**src/ntc_pkg.sv**
```systemverilog
package ntc_pkg;

    localparam int DUTY_BITS_DEF = 10;
    localparam int ADC_BITS_DEF  = 12;

    localparam int RAW_W      = 12;
    localparam int NR_W       = 36;
    localparam int DR_W       = 32;
    localparam int LOG_W      = 36;
    localparam int DIV_NW     = 64;
    localparam int DIV_DW     = 48;
    localparam int FIFO_DEPTH = 2;

    localparam logic [2:0] CFG_RS   = 3'd0;
    localparam logic [2:0] CFG_R0   = 3'd1;
    localparam logic [2:0] CFG_BETA = 3'd2;
    localparam logic [2:0] CFG_T0   = 3'd3;
    localparam logic [2:0] CFG_LO   = 3'd4;
    localparam logic [2:0] CFG_HI   = 3'd5;

    localparam logic signed [15:0] TEMP_FLOOR = -16'sd5500;
    localparam logic signed [15:0] TEMP_CEIL  = 16'sd25000;
    localparam logic [29:0]        LN2_Q30   = 30'd744261118;
    localparam logic [23:0]        RES_MAX   = 24'hFFFFFF;
    localparam logic [16:0]        KELVIN_CK = 17'd27315;
    localparam logic [63:0]        TC_HI     = 64'd52315;
    localparam logic [63:0]        TC_LO     = 64'd21815;

    typedef struct packed {
        logic [19:0]        rs;
        logic [19:0]        r0;
        logic [13:0]        beta;
        logic signed [14:0] t0;
        logic signed [15:0] lo;
        logic signed [15:0] hi;
    } t_cfg;

    typedef struct packed {
        logic              ok;
        logic              fault;
        logic              raw0;
        logic [RAW_W-1:0]  raw;
        logic [NR_W-1:0]   nr;
        logic [DR_W-1:0]   dr;
    } t_item;

    typedef struct packed {
        logic              start;
        logic [DIV_NW-1:0] num;
        logic [DIV_DW-1:0] den;
    } t_div_req;

    typedef struct packed {
        logic              done;
        logic [DIV_NW-1:0] quo;
    } t_div_rsp;

    typedef struct packed {
        logic [23:0]        res;
        logic signed [15:0] temp;
        logic               sat;
        logic [13:0]        bright;
        logic [9:0]         duty;
        logic               fault;
        logic               valid;
    } t_result;

    typedef enum logic [3:0] {
        S_IDLE,
        S_RDIV,
        S_NORM,
        S_SQ,
        S_UPD,
        S_LN,
        S_LN2,
        S_MUL1,
        S_MUL2,
        S_TST,
        S_TDIV,
        S_MAP,
        S_BSTART,
        S_BDIV,
        S_DDIV,
        S_OUT
    } t_state;

endpackage

```
**src/ntc_front.sv**
```systemverilog
module ntc_front
    import ntc_pkg::*;
#(
    parameter int ADC_BITS = ADC_BITS_DEF
) (
    input  logic             i_clk,
    input  logic             i_rst_n,
    input  logic             i_cfg_valid,
    output logic             o_cfg_ready,
    input  logic [2:0]       i_cfg_index,
    input  logic [19:0]      i_cfg_data,
    input  logic             i_valid,
    output logic             o_ready,
    input  logic [RAW_W-1:0] i_raw,
    input  logic             i_ok,
    input  logic             i_full,
    output logic             o_push,
    output t_item            o_item,
    output t_cfg             o_cfg
);

    localparam logic [15:0] FULL = 16'((64'd1 << ADC_BITS) - 64'd1);

    t_cfg        r_cfg;
    logic [15:0] raw_ext;
    logic [15:0] raw_c;

    always_ff @(posedge i_clk) begin
        if (!i_rst_n) begin
            r_cfg <= '{rs: 20'd10000, r0: 20'd10000, beta: 14'd3950,
                       t0: 15'sd2500, lo: 16'sd2000, hi: 16'sd4000};
        end else if (i_cfg_valid) begin
            case (i_cfg_index)
                CFG_RS:   r_cfg.rs   <= i_cfg_data;
                CFG_R0:   r_cfg.r0   <= i_cfg_data;
                CFG_BETA: r_cfg.beta <= i_cfg_data[13:0];
                CFG_T0:   r_cfg.t0   <= i_cfg_data[14:0];
                CFG_LO:   r_cfg.lo   <= i_cfg_data[15:0];
                CFG_HI:   r_cfg.hi   <= i_cfg_data[15:0];
                default:  ;
            endcase
        end
    end

    always_comb begin
        raw_ext      = 16'(i_raw);
        raw_c        = (raw_ext > FULL) ? FULL : raw_ext;
        o_item.ok    = i_ok;
        o_item.raw0  = (raw_c == 16'd0);
        o_item.fault = (raw_c == 16'd0) || (raw_c == FULL);
        o_item.raw   = raw_c[RAW_W-1:0];
        o_item.nr    = NR_W'(r_cfg.rs) * NR_W'(FULL - raw_c);
        o_item.dr    = DR_W'(raw_c[RAW_W-1:0]) * DR_W'(r_cfg.r0);
    end

    assign o_cfg_ready = 1'b1;
    assign o_ready     = !i_full;
    assign o_push      = i_valid && !i_full;
    assign o_cfg       = r_cfg;

endmodule

```
**config.mk**
```make
export PLATFORM = sky130hd
export DESIGN_NAME = ntc_front
export DESIGN_NICKNAME = d
export VERILOG_FILES = /design/src/ntc_pkg.sv /design/src/ntc_front.sv
export SDC_FILE = /design/constraint.sdc
export NUM_CORES = 1
export LEC_CHECK = 0
export ABC_CLOCK_PERIOD_IN_PS = 18950
export BUFFER_PORTS_ARGS = -buffer_cell sky130_fd_sc_hd__buf_4
export CAP_MARGIN = 20
export CORE_UTILIZATION = 50
export CTS_CLUSTER_DIAMETER = 200
export DETAILED_ROUTE_END_ITERATION = 10
export PLACE_DENSITY = 0.7
export SLEW_MARGIN = 20
export SYNTH_ARGS = -nofsm -noshare
export SYNTH_HDL_FRONTEND = slang
export SYNTH_SLANG_ARGS = --single-unit
```
**constraint.sdc**
```tcl
create_clock -name i_clk -period 18.95 [get_ports i_clk]
set_input_delay 1.895 -clock i_clk [delete_from_list [all_inputs] [get_ports i_clk]]
set_output_delay 1.895 -clock i_clk [all_outputs]
set_load 0.1 [all_outputs]
```
==> results of run 1 <==
==> tightest hold or removal path, delay by kind of cell, from the launching register on <==
family,cells,cell delay [ns]
AOI/OAI and AO/OA,1,0.05
DFF,1,0.32
and+or+nand+nor,1,0.05
==> placed cells by master, fill, tap and decap left out, types with 13 or more instances in the layout <==
cell	synthesis	layout
dfxtp_1	101	101
a21oi_1	50	50
nand2_1	400	400
nand4_1	13	13
inv_1	470	470
nand3_1	49	49
and2_1	83	83
nand2b_1	136	136
o21ai_0	28	28
xnor2_1	30	30
nor2_1	15	15
fa_1	361	361
ha_1	166	166
a21boi_0	66	66
a21o_1	32	32
nor2b_1	112	112
xor2_1	21	21
buf_4	16	224
==> stage by stage <==
step | setup slack (ns) | hold slack, ns | std cells | util
floorplan | 8.53 | 0.884 | 2381 | -
global placement | 9.63 | 0.452 | 2969 | 0.556
detailed placement | 9.54 | 0.455 | 2969 | 0.556
CTS | 9.52 | 0.466 | 2985 | 0.564
global route | 9.23 | 0.491 | 2985 | 0.564
finish | 9.49 | 0.465 | 2987 | 0.564
==> power breakdown <==
group,switching (mW),internal (mW)
registers,0.0135,0.218
clock network,0.0792,0.113
logic,1.90,0.609
total,2.00,0.939
==> synth_stat cells (2+ instances only) <==
master,n,share of area
nor4_1,7,0.0022
a21oi_1,50,0.013
xnor2_1,30,0.013
and2_1,83,0.026
nand4_1,13,0.0041
ha_1,166,0.10
nand3_1,49,0.012
a211oi_1,7,0.0026
o21a_1,5,0.0019
or4_1,2,0.00075
o221ai_1,2,0.00088
o211ai_1,5,0.0019
a21boi_0,66,0.025
clkbuf_1,136,0.026
fa_1,361,0.36
a21o_1,32,0.012
xor2_1,21,0.0092
o22ai_1,3,0.00094
a211o_1,2,0.00088
a31oi_1,5,0.0016
buf_4,16,0.0060
buf_2,2,0.00050
o21ai_1,2,0.00050
inv_1,470,0.088
dfxtp_1,101,0.10
and3_1,9,0.0028
nand2b_1,136,0.043
nor2b_1,112,0.035
o31ai_1,2,0.00075
o21ai_0,28,0.0070
o21bai_1,8,0.0030
or2_2,4,0.0013
a221oi_1,3,0.0013
and4_1,3,0.0013
nand2_1,400,0.075
nor2_1,15,0.0028
nor3_1,4,0.0010
==> logic make-up after synthesis <==
group,synth area share
xor+xnor,0.0223
flops,0.101
compound gates,0.0823
fa+ha+maj,0.465
other cells,0.000187
simple gates,0.209
buf+inv,0.120
==> final cells by class <==
| cell class | count | area, µm² |
|---|---|---|
| timing repair buffer | 224 | 1680 |
| fill | 3551 | 17000 |
| tap | 518 | 648 |
| clock buffer | 13 | 270 |
| sequential | 101 | 2020 |
| clock inverter | 3 | 42.5 |
| multi-input combinational | 1656 | 15600 |
| inverter | 470 | 1760 |
| antenna | 2 | 5.00 |
==> layer usage <==
metal,share of wire,track usage,vias to the layer above
li1,-,-,7288
met1,0.43,0.347,8020
met2,0.49,0.453,462
met3,0.064,0.0351,67
met4,0.015,0.0538,0
met5,0,0,-
==> worst max-delay path by stage <==
| stage | to | slack, ns | depth (start not counted) |
|---|---|---|---|
| floorplan | o_item[31] | 8.53 | 19 |
| finish | o_item[29] | 9.49 | 19 |
| global placement | o_item[63] | 9.63 | 19 |
| global route | o_item[29] | 9.23 | 19 |
| detailed placement | o_item[29] | 9.54 | 19 |
| CTS | o_item[29] | 9.52 | 19 |
==> impl_metrics.ini, run 1 <==
[routing]
dr.pass1.iters = 5
drc = 0
drt-initial-drc-count = 824
drt-wirelength-per-cell_um = 17.2
via_count = 15800
drt-vias-per-instance = 5.30
drtAntennaViolNets = 0
drt-total-wl_mm = 51.4

[timing]
rsz0062_at_grt = no
skew_ns = 0
fin_tns_setup_ns = 0
finalCritPeriodShare = 0.499
setup-violations-final = 0
min_period_ns = 9.46
tightest_slew_ns = 0.891
max_freq_mhz = 106
relSlewSlack = 0.406
finalHoldViolations = 0
slew_viol_final = 0

[clock_network]
cts-root-buf = clkbuf_16
cts_buffers = 9
cts_resized = 0
cts.sinks = 101
insertion_delay_ns = 0.34
cts-htree-levels = 3
post_cts_buffers = 0
cts_tree = done
cts.path.max_buffers = 2
cts.clk_slew.worst_paths_ns = 0.07
holdBufCountCts = 0

[floorplan]
fp.dieH_um = 202
dieArea_um2 = 40800
dieWidth_um = 202
fp-row-count = 72
core-area_um2 = 39000
io_pins = 228
initial_utilization = 0.513

[global_routing]
antenna_found_initial = 1
grt_usage = 0.261
first_global_vias = 16900
grt_max_degree = 102
grt_pass1_wl_mm = 86.3
gr-total-overflow = 0

[yosys]
synth-edff-count = 0
yosys_register_bits = 101
yosysSeqAreaShare = 0.101
synth_flop_cell = dfxtp_1
synth_area_per_cell_um2 = 8.40
syn_nets = 2949
ys_types = 58
async_reset_ff_frac = 0
netlist_instances = 2381
synth_area_um2 = 20000
ys.warnings.count = 0

[worst_setup_path]
worstSetupPathType = primary input to output port
cp.arrival_ns = 7.56
cp_top_family = adder cells
path_cells = buf_4 > nand2_1 > fa_1 > inv_1 > fa_1 > fa_1 > fa_1 > inv_1 > fa_1 > inv_1 > ha_1 > and3_1 > and4_1 > o211ai_1 > a221oi_2 > nor2_2 > o41ai_2 > xor2_1 > buf_4
r2r.worst_path.cells = 2
timing.rr.end = o_cfg[68]
worst-path-buf-inv = 5
slowest_delay_ns = 0.57
cpMostUsedCell = fa_1
crit_slowest_cell = fa_1
r2r_slack_ns = 17.71
timing.rr.start = o_cfg[68]
crit_path_end_kind = output port
crit_path_start_kind = primary input
cp_data_required_time_ns = 17.06
startpoint = i_raw[6]
worstPathMaxFanout = 43

[outcome]
status = completed

[power_and_ir_drop]
p_per_area_nw_per_um2 = 133
p_leak_nw = 11.3
peakVddDrop_uv = 249
totalPowerFinal_mw = 2.93

[worst_hold_path]
min_path_cells = 2
hp-class = register to register
min_from = o_cfg[59]
hold-path-endpoint = o_cfg[59]

[cells_and_area]
largest_register_ffs = 101
drive_gt1_frac = 0.103
final_area_um2 = 22000
fin_nets = 3030
area_growth_pct = 10.0

[placed_design]
portBuffers = 224
dpl_cell_area_um2 = 21700
gp_congestion = 0.863
hpwlAfterDp_mm = 39.3

[run]
cap_violations = 0
Power figures use the tool's default switching activity.
==> inputs of run 2 (changes only) <==
--- a/config.mk
+++ b/config.mk
@@ -5,7 +5,7 @@
 export SDC_FILE = /design/constraint.sdc
 export NUM_CORES = 1
 export LEC_CHECK = 0
-export ABC_CLOCK_PERIOD_IN_PS = 18950
+export ABC_CLOCK_PERIOD_IN_PS = 9200
 export BUFFER_PORTS_ARGS = -buffer_cell sky130_fd_sc_hd__buf_4
 export CAP_MARGIN = 20
 export CORE_UTILIZATION = 50
==> constraint.sdc (replaced) <==
create_clock -name i_clk -period 9.2 [get_ports i_clk]
set_input_delay 0.92 -clock i_clk [delete_from_list [all_inputs] [get_ports i_clk]]
set_output_delay 0.92 -clock i_clk [all_outputs]
set_load 0.1 [all_outputs]
==> run 2 against run 1 <==
  * Non-clock buffer count did not move
  * Sequential power is 110% higher
  * Final area shrank 0.13%
  * Routed wire length grew 0.13%
  * Final cell count is essentially flat
  * Clock skew unchanged
  * Register-to-register slack lost 9.7 ns
  * Global-route usage about the same
  * Total power increased by 110%
  * Core utilization shrank 0.071 points
  * Setup slack worse by 7.9 ns
  * Critical path depth is the same
==> impl_metrics.ini, run 2 (synthesis results as in run 1) <==
[worst_setup_path]
cp_data_required_time_ns = 8.28
crit_path_end_kind = output port
worstPathMaxFanout = 43
cp.arrival_ns = 6.65
cpMostUsedCell = fa_1
slowest_delay_ns = 0.57
crit_slowest_cell = fa_1
worstSetupPathType = primary input to output port
path_cells = buf_4 > nand2_1 > fa_1 > inv_1 > fa_1 > fa_1 > fa_1 > inv_1 > fa_1 > inv_1 > ha_1 > and3_1 > and4_1 > o211ai_1 > a221oi_2 > nor2_2 > o41ai_2 > xor2_1 > buf_4
crit_path_start_kind = primary input

[timing]
setup-violations-final = 0
finalHoldViolations = 0
max_freq_mhz = 132
fin_tns_setup_ns = 0
finalCritPeriodShare = 0.823
min_period_ns = 7.57
slew_viol_final = 0
whs_ns = 0.470
tightest_slew_ns = 0.880
rsz0062_at_grt = no
relSlewSlack = 0.413
setup_ws_ns = 1.63
skew_ns = 0

[power_and_ir_drop]
p_per_area_nw_per_um2 = 274
p_leak_nw = 11.3
peakVddDrop_uv = 527
totalPowerFinal_mw = 6.03

[clock_network]
post_cts_buffers = 0
holdBufCountCts = 0
cts.sinks = 101
cts_resized = 0
cts.clk_slew.worst_paths_ns = 0.07
cts-root-buf = clkbuf_16
cts_tree = done
cts-htree-levels = 3
cts_buffers = 9
insertion_delay_ns = 0.34
cts.path.max_buffers = 2

[routing]
drc = 0
drt-vias-per-instance = 5.30
dr.pass1.iters = 6
drtAntennaViolNets = 0
via_count = 15800
drt-initial-drc-count = 813
drt-total-wl_mm = 51.5
drt-wirelength-per-cell_um = 17.3

[floorplan]
fp-row-count = 72
initial_utilization = 0.513
dieWidth_um = 202
fp.dieH_um = 202
core-area_um2 = 39000
io_pins = 228
dieArea_um2 = 40800

[cells_and_area]
num-fill-cells = 3543
fin_cells = 2986
final_common_cell = inv_1
largest_register_ffs = 101
final_area_um2 = 22000
finish.utilization = 0.563
final_cell_mix = inv_1 (470), nand2_1 (400), fa_1 (361)
area_growth_pct = 9.90
fin_nets = 3030
drive_gt1_frac = 0.103

[placed_design]
dpl_cell_area_um2 = 21700
portBuffers = 224
post-place-cells = 2969
hpwlAfterDp_mm = 39.6
dp_slack_ns = 1.70
gp_congestion = 0.863

[global_routing]
grt_pass1_wl_mm = 85.8
grt_usage = 0.261
first_global_vias = 17000
grt_max_degree = 102
antenna_found_initial = 2
gr-total-overflow = 0

[outcome]
status = completed

[worst_hold_path]
hp-class = register to register

[run]
cap_violations = 0
==> run 2: changes by cell type in the layout (fill, tap and decap cells not counted) <==
cell       before  now
clkinv_4        0    2
diode_2         2    1
clkbuf_1        1    0
clkinv_2        1    2
bufinv_16       1    0
clkbuf_8        3    2
==> run 2: critical path: cells and delay by family <==
kind | cells | cell delay (ns)
adders and majority gates | 6 | 2.91
xor gates and xnor gates | 1 | 0.19
AOI/OAI and AO/OA | 3 | 1.01
and+or+nand+nor | 4 | 0.70
buffers and inverters | 5 | 0.88
==> run 2: report_power, final <==
part | total [mW] | internal, mW | switching [mW]
Sequential | 0.476 | 0.449 | 0.0277
Clock | 0.361 | 0.198 | 0.163
Combinational | 5.19 | 1.26 | 3.93
Total | 6.03 | 1.91 | 4.12
==> run 2: final cells by class <==
| class | count | area (µm²) | share of cell area |
|---|---|---|---|
| Clock inverter | 5 | 35.0 | 0.00159 |
| Inverter | 470 | 1760 | 0.0803 |
| Timing Repair Buffer | 224 | 1680 | 0.0765 |
| Clock buffer | 11 | 253 | 0.0115 |
| Multi-Input combinational cell | 1656 | 15600 | 0.709 |
| Antenna cell | 1 | 2.50 | 0.000114 |
| Sequential cell | 101 | 2020 | 0.0920 |
| Tap cell | 518 | 648 | 0.0295 |
==> run 2: layer usage <==
metal | routed length (µm) | up-vias | share of wire | GRT usage
li1 | - | 7280 | - | -
met1 | 21700 | 7952 | 0.42 | 0.341
met2 | 25100 | 521 | 0.49 | 0.448
met3 | 3790 | 72 | 0.074 | 0.0472
met4 | 846 | 2 | 0.016 | 0.0590
met5 | 11 | - | 0.00021 | 0
==> run 2: worst paths after layout <==
kind              startpoint         end  slack (ns)  depth (start not counted)
setup / recovery    i_raw[6]  o_item[29]        1.63                         19
hold / removal      o_cfg[6]    o_cfg[6]        0.47                          2
setup reg to reg   o_cfg[87]   o_cfg[87]        8.02                          2
hold reg to reg     o_cfg[6]    o_cfg[6]        0.47                          2
==> inputs of run 3 (changes only) <==
--- a/config.mk
+++ b/config.mk
@@ -5,7 +5,8 @@
 export SDC_FILE = /design/constraint.sdc
 export NUM_CORES = 1
 export LEC_CHECK = 0
-export ABC_CLOCK_PERIOD_IN_PS = 9200
+export ABC_AREA = 1
+export ABC_CLOCK_PERIOD_IN_PS = 7250
 export BUFFER_PORTS_ARGS = -buffer_cell sky130_fd_sc_hd__buf_4
 export CAP_MARGIN = 20
 export CORE_UTILIZATION = 50
==> constraint.sdc (replaced) <==
create_clock -name i_clk -period 7.25 [get_ports i_clk]
set_input_delay 0.725 -clock i_clk [delete_from_list [all_inputs] [get_ports i_clk]]
set_output_delay 0.725 -clock i_clk [all_outputs]
set_load 0.1 [all_outputs]
==> run 3 against run 2 <==
  * Setup slack lost 1.2 ns
  * Final cell count increased by 20%
  * First-iteration DRC count is 80% higher
  * Count of clock-buffer cells in the layout shrank 1
  * Critical path depth rose by 2
  * Area after synthesis rose by 3.4%
  * Core utilization fell by 0.52 points
  * Critical path type is now register to output port
==> impl_metrics.ini, run 3 <==
[worst_hold_path]
min_from = o_cfg[48]
hp-class = register to register

[worst_setup_path]
worstSetupPathType = register to output port
slowest_delay_ns = 0.75
crit_path_end_kind = output port
cp-endpoint = o_item[62]
worstPathMaxFanout = 9
cp.arrival_ns = 6.07
timing.rr.end = o_cfg[85]
startpoint = o_cfg[90]
cp.depth = 21
r2r_slack_ns = 5.87
path_cells = inv_1 > nor2_1 > fa_1 > inv_1 > fa_1 > inv_1 > fa_1 > fa_1 > inv_1 > fa_1 > inv_1 > ha_1 > nand2_1 > nor2_1 > nand3_1 > nand3_2 > nand2_1 > nand2_1 > nand2_1 > nand2_1 > buf_4
crit_slowest_cell = dfxtp_1
r2r.worst_path.cells = 2
timing.rr.start = o_cfg[85]
cp_top_family = adder cells
worst-path-buf-inv = 6
crit_path_start_kind = register
cp_data_required_time_ns = 6.52

[cells_and_area]
regArea_um2 = 2020
largest_register_ffs = 101
final_cell_mix = nand2_1 (835), inv_1 (748), fa_1 (361)
final_common_cell = nand2_1
diodes = 0
drive_gt1_frac = 0.0909
fin_nets = 3611
multi_input_area_um2 = 15200
area_growth_pct = 10.2
num-fill-cells = 3935

[timing]
setup-violations-final = 0
max_freq_mhz = 147
skew_ns = 0
tightest_slew_ns = 0.908
finalCritPeriodShare = 0.937
relSlewSlack = 0.395
rsz0062_at_grt = no
finalHoldViolations = 0
fin_tns_setup_ns = 0
slew_viol_final = 0
min_period_ns = 6.79

[floorplan]
initial_utilization = 0.506
fp-row-count = 74
io_pins = 228
fp.dieH_um = 205
dieArea_um2 = 42200
core-area_um2 = 40800
dieWidth_um = 205

[yosys]
synth_top_family_by_area = adder cells
synth.area.mux_share = 0
synth_area_per_cell_um2 = 7.07
netlist_instances = 2923
synth-edff-count = 0
post-synth-top-count-cell = nand2_1
synthTopCellsByArea = fa_1 (35%), nand2_1 (15%), inv_1 (14%), ha_1 (10%), dfxtp_1 (9.8%)
yosysSeqAreaShare = 0.0978
synth_flop_cell = dfxtp_1
ys.warnings.count = 0
synth_top_area_cell = fa_1
synth-compound-area-share = 0.0330
async_reset_ff_frac = 0
synth_area_um2 = 20700
synthTopCellsByCount = nand2_1 (835), inv_1 (748), fa_1 (361)
synth_top_area_share = 0.349
yosys_register_bits = 101
ys_types = 33
syn_nets = 3491
synth-xor-area-share = 0.0127
synth_simple_gate_area_frac = 0.240
synthAdderAreaFrac = 0.450

[clock_network]
insertion_delay_ns = 0.35
cts_buffers = 9
holdBufCountCts = 0
cts-root-buf = clkbuf_16
cts_resized = 0
cts.path.max_buffers = 2
cts.clk_slew.worst_paths_ns = 0.07
cts_tree = done
post_cts_buffers = 0
cts-htree-levels = 3
cts.sinks = 101

[global_routing]
gr-total-overflow = 0
antenna_found_initial = 0
grt_max_degree = 102
first_global_vias = 18800
grt_pass1_wl_mm = 96.6
grt_usage = 0.292

[routing]
drc = 0
via_count = 18400
drt-initial-drc-count = 1464
drtAntennaViolNets = 0
drt-total-wl_mm = 59.2
dr.pass1.iters = 5
drt-vias-per-instance = 5.13
drt-wirelength-per-cell_um = 16.5

[placed_design]
gp_congestion = 0.948
hpwlAfterDp_mm = 49.0
portBuffers = 224

[outcome]
status = completed

[run]
cap_violations = 0
-- run 3: cell types whose count changed after synthesis, moves of 66 or more --
| cell | previous run | this run |
|---|---|---|
| nor2_1 | 15 | 277 |
| inv_1 | 470 | 748 |
| nand2_1 | 400 | 835 |
| a21boi_0 | 66 | 0 |
| nor2b_1 | 112 | 0 |
| nand2b_1 | 136 | 0 |
| and2_1 | 83 | 1 |
-- run 3: worst reg2reg max path: cells and delay by family, from the launching register on --
kind	cells	cell delay, ns
flops	1	0.70
buf+inv	1	0.35
compound gates	1	0.25
-- run 3: routing by layer --
metal | track usage | wire length [µm] | share of wire
met4 | 0.0688 | 1290 | 0.022
met3 | 0.0622 | 5730 | 0.097
met5 | 0 | 0 | 0
met1 | 0.408 | 25300 | 0.43
met2 | 0.463 | 26900 | 0.45
-- run 3: metrics by stage --
stage / cells / utilization / area [µm²] / setup slack, ns / hold slack (ns)
after floorplan: 2923 / - / 20700 / 0.133 / 0.851
after global routing: 3580 / 0.558 / 22800 / 0.178 / 0.488
final: 3580 / 0.558 / 22800 / 0.460 / 0.463
after CTS: 3580 / 0.558 / 22800 / 0.543 / 0.466
after global placement: 3564 / 0.552 / 22500 / 0.598 / 0.440
after detailed placement: 3564 / 0.552 / 22500 / 0.565 / 0.448
-- run 3: worst min path at each step --
stage                           end  slack, ns  cells past startpoint
after floorplan           o_cfg[10]       0.85                      2
after global placement    o_cfg[22]       0.44                      2
after detailed placement  o_cfg[48]       0.45                      2
after CTS                 o_cfg[48]       0.47                      2
after global routing       o_cfg[9]       0.49                      2
final                     o_cfg[48]       0.46                      2
-- run 3: cell type report --
| cell class | count | share of cell area |
|---|---|---|
| timing repair buffer | 236 | 0.0777 |
| multi-input combinational | 1935 | 0.667 |
| clock inverter | 6 | 0.00209 |
| clock buffer | 10 | 0.0100 |
| inverter | 760 | 0.125 |
| sequential | 101 | 0.0887 |
| tap | 532 | 0.0292 |
-- run 3: kinds of logic after synthesis --
family | count (synthesis)
AOI/OAI and AO/OA | 130
xor gates and xnor gates | 30
adders and majority gates | 527
buffers and inverters | 887
DFF | 101
other | 1
and+or+nand+nor | 1247
Power of run 3 is not shown: default switching activity piles up to over one toggle a cycle in this logic, so the estimate is an artifact.
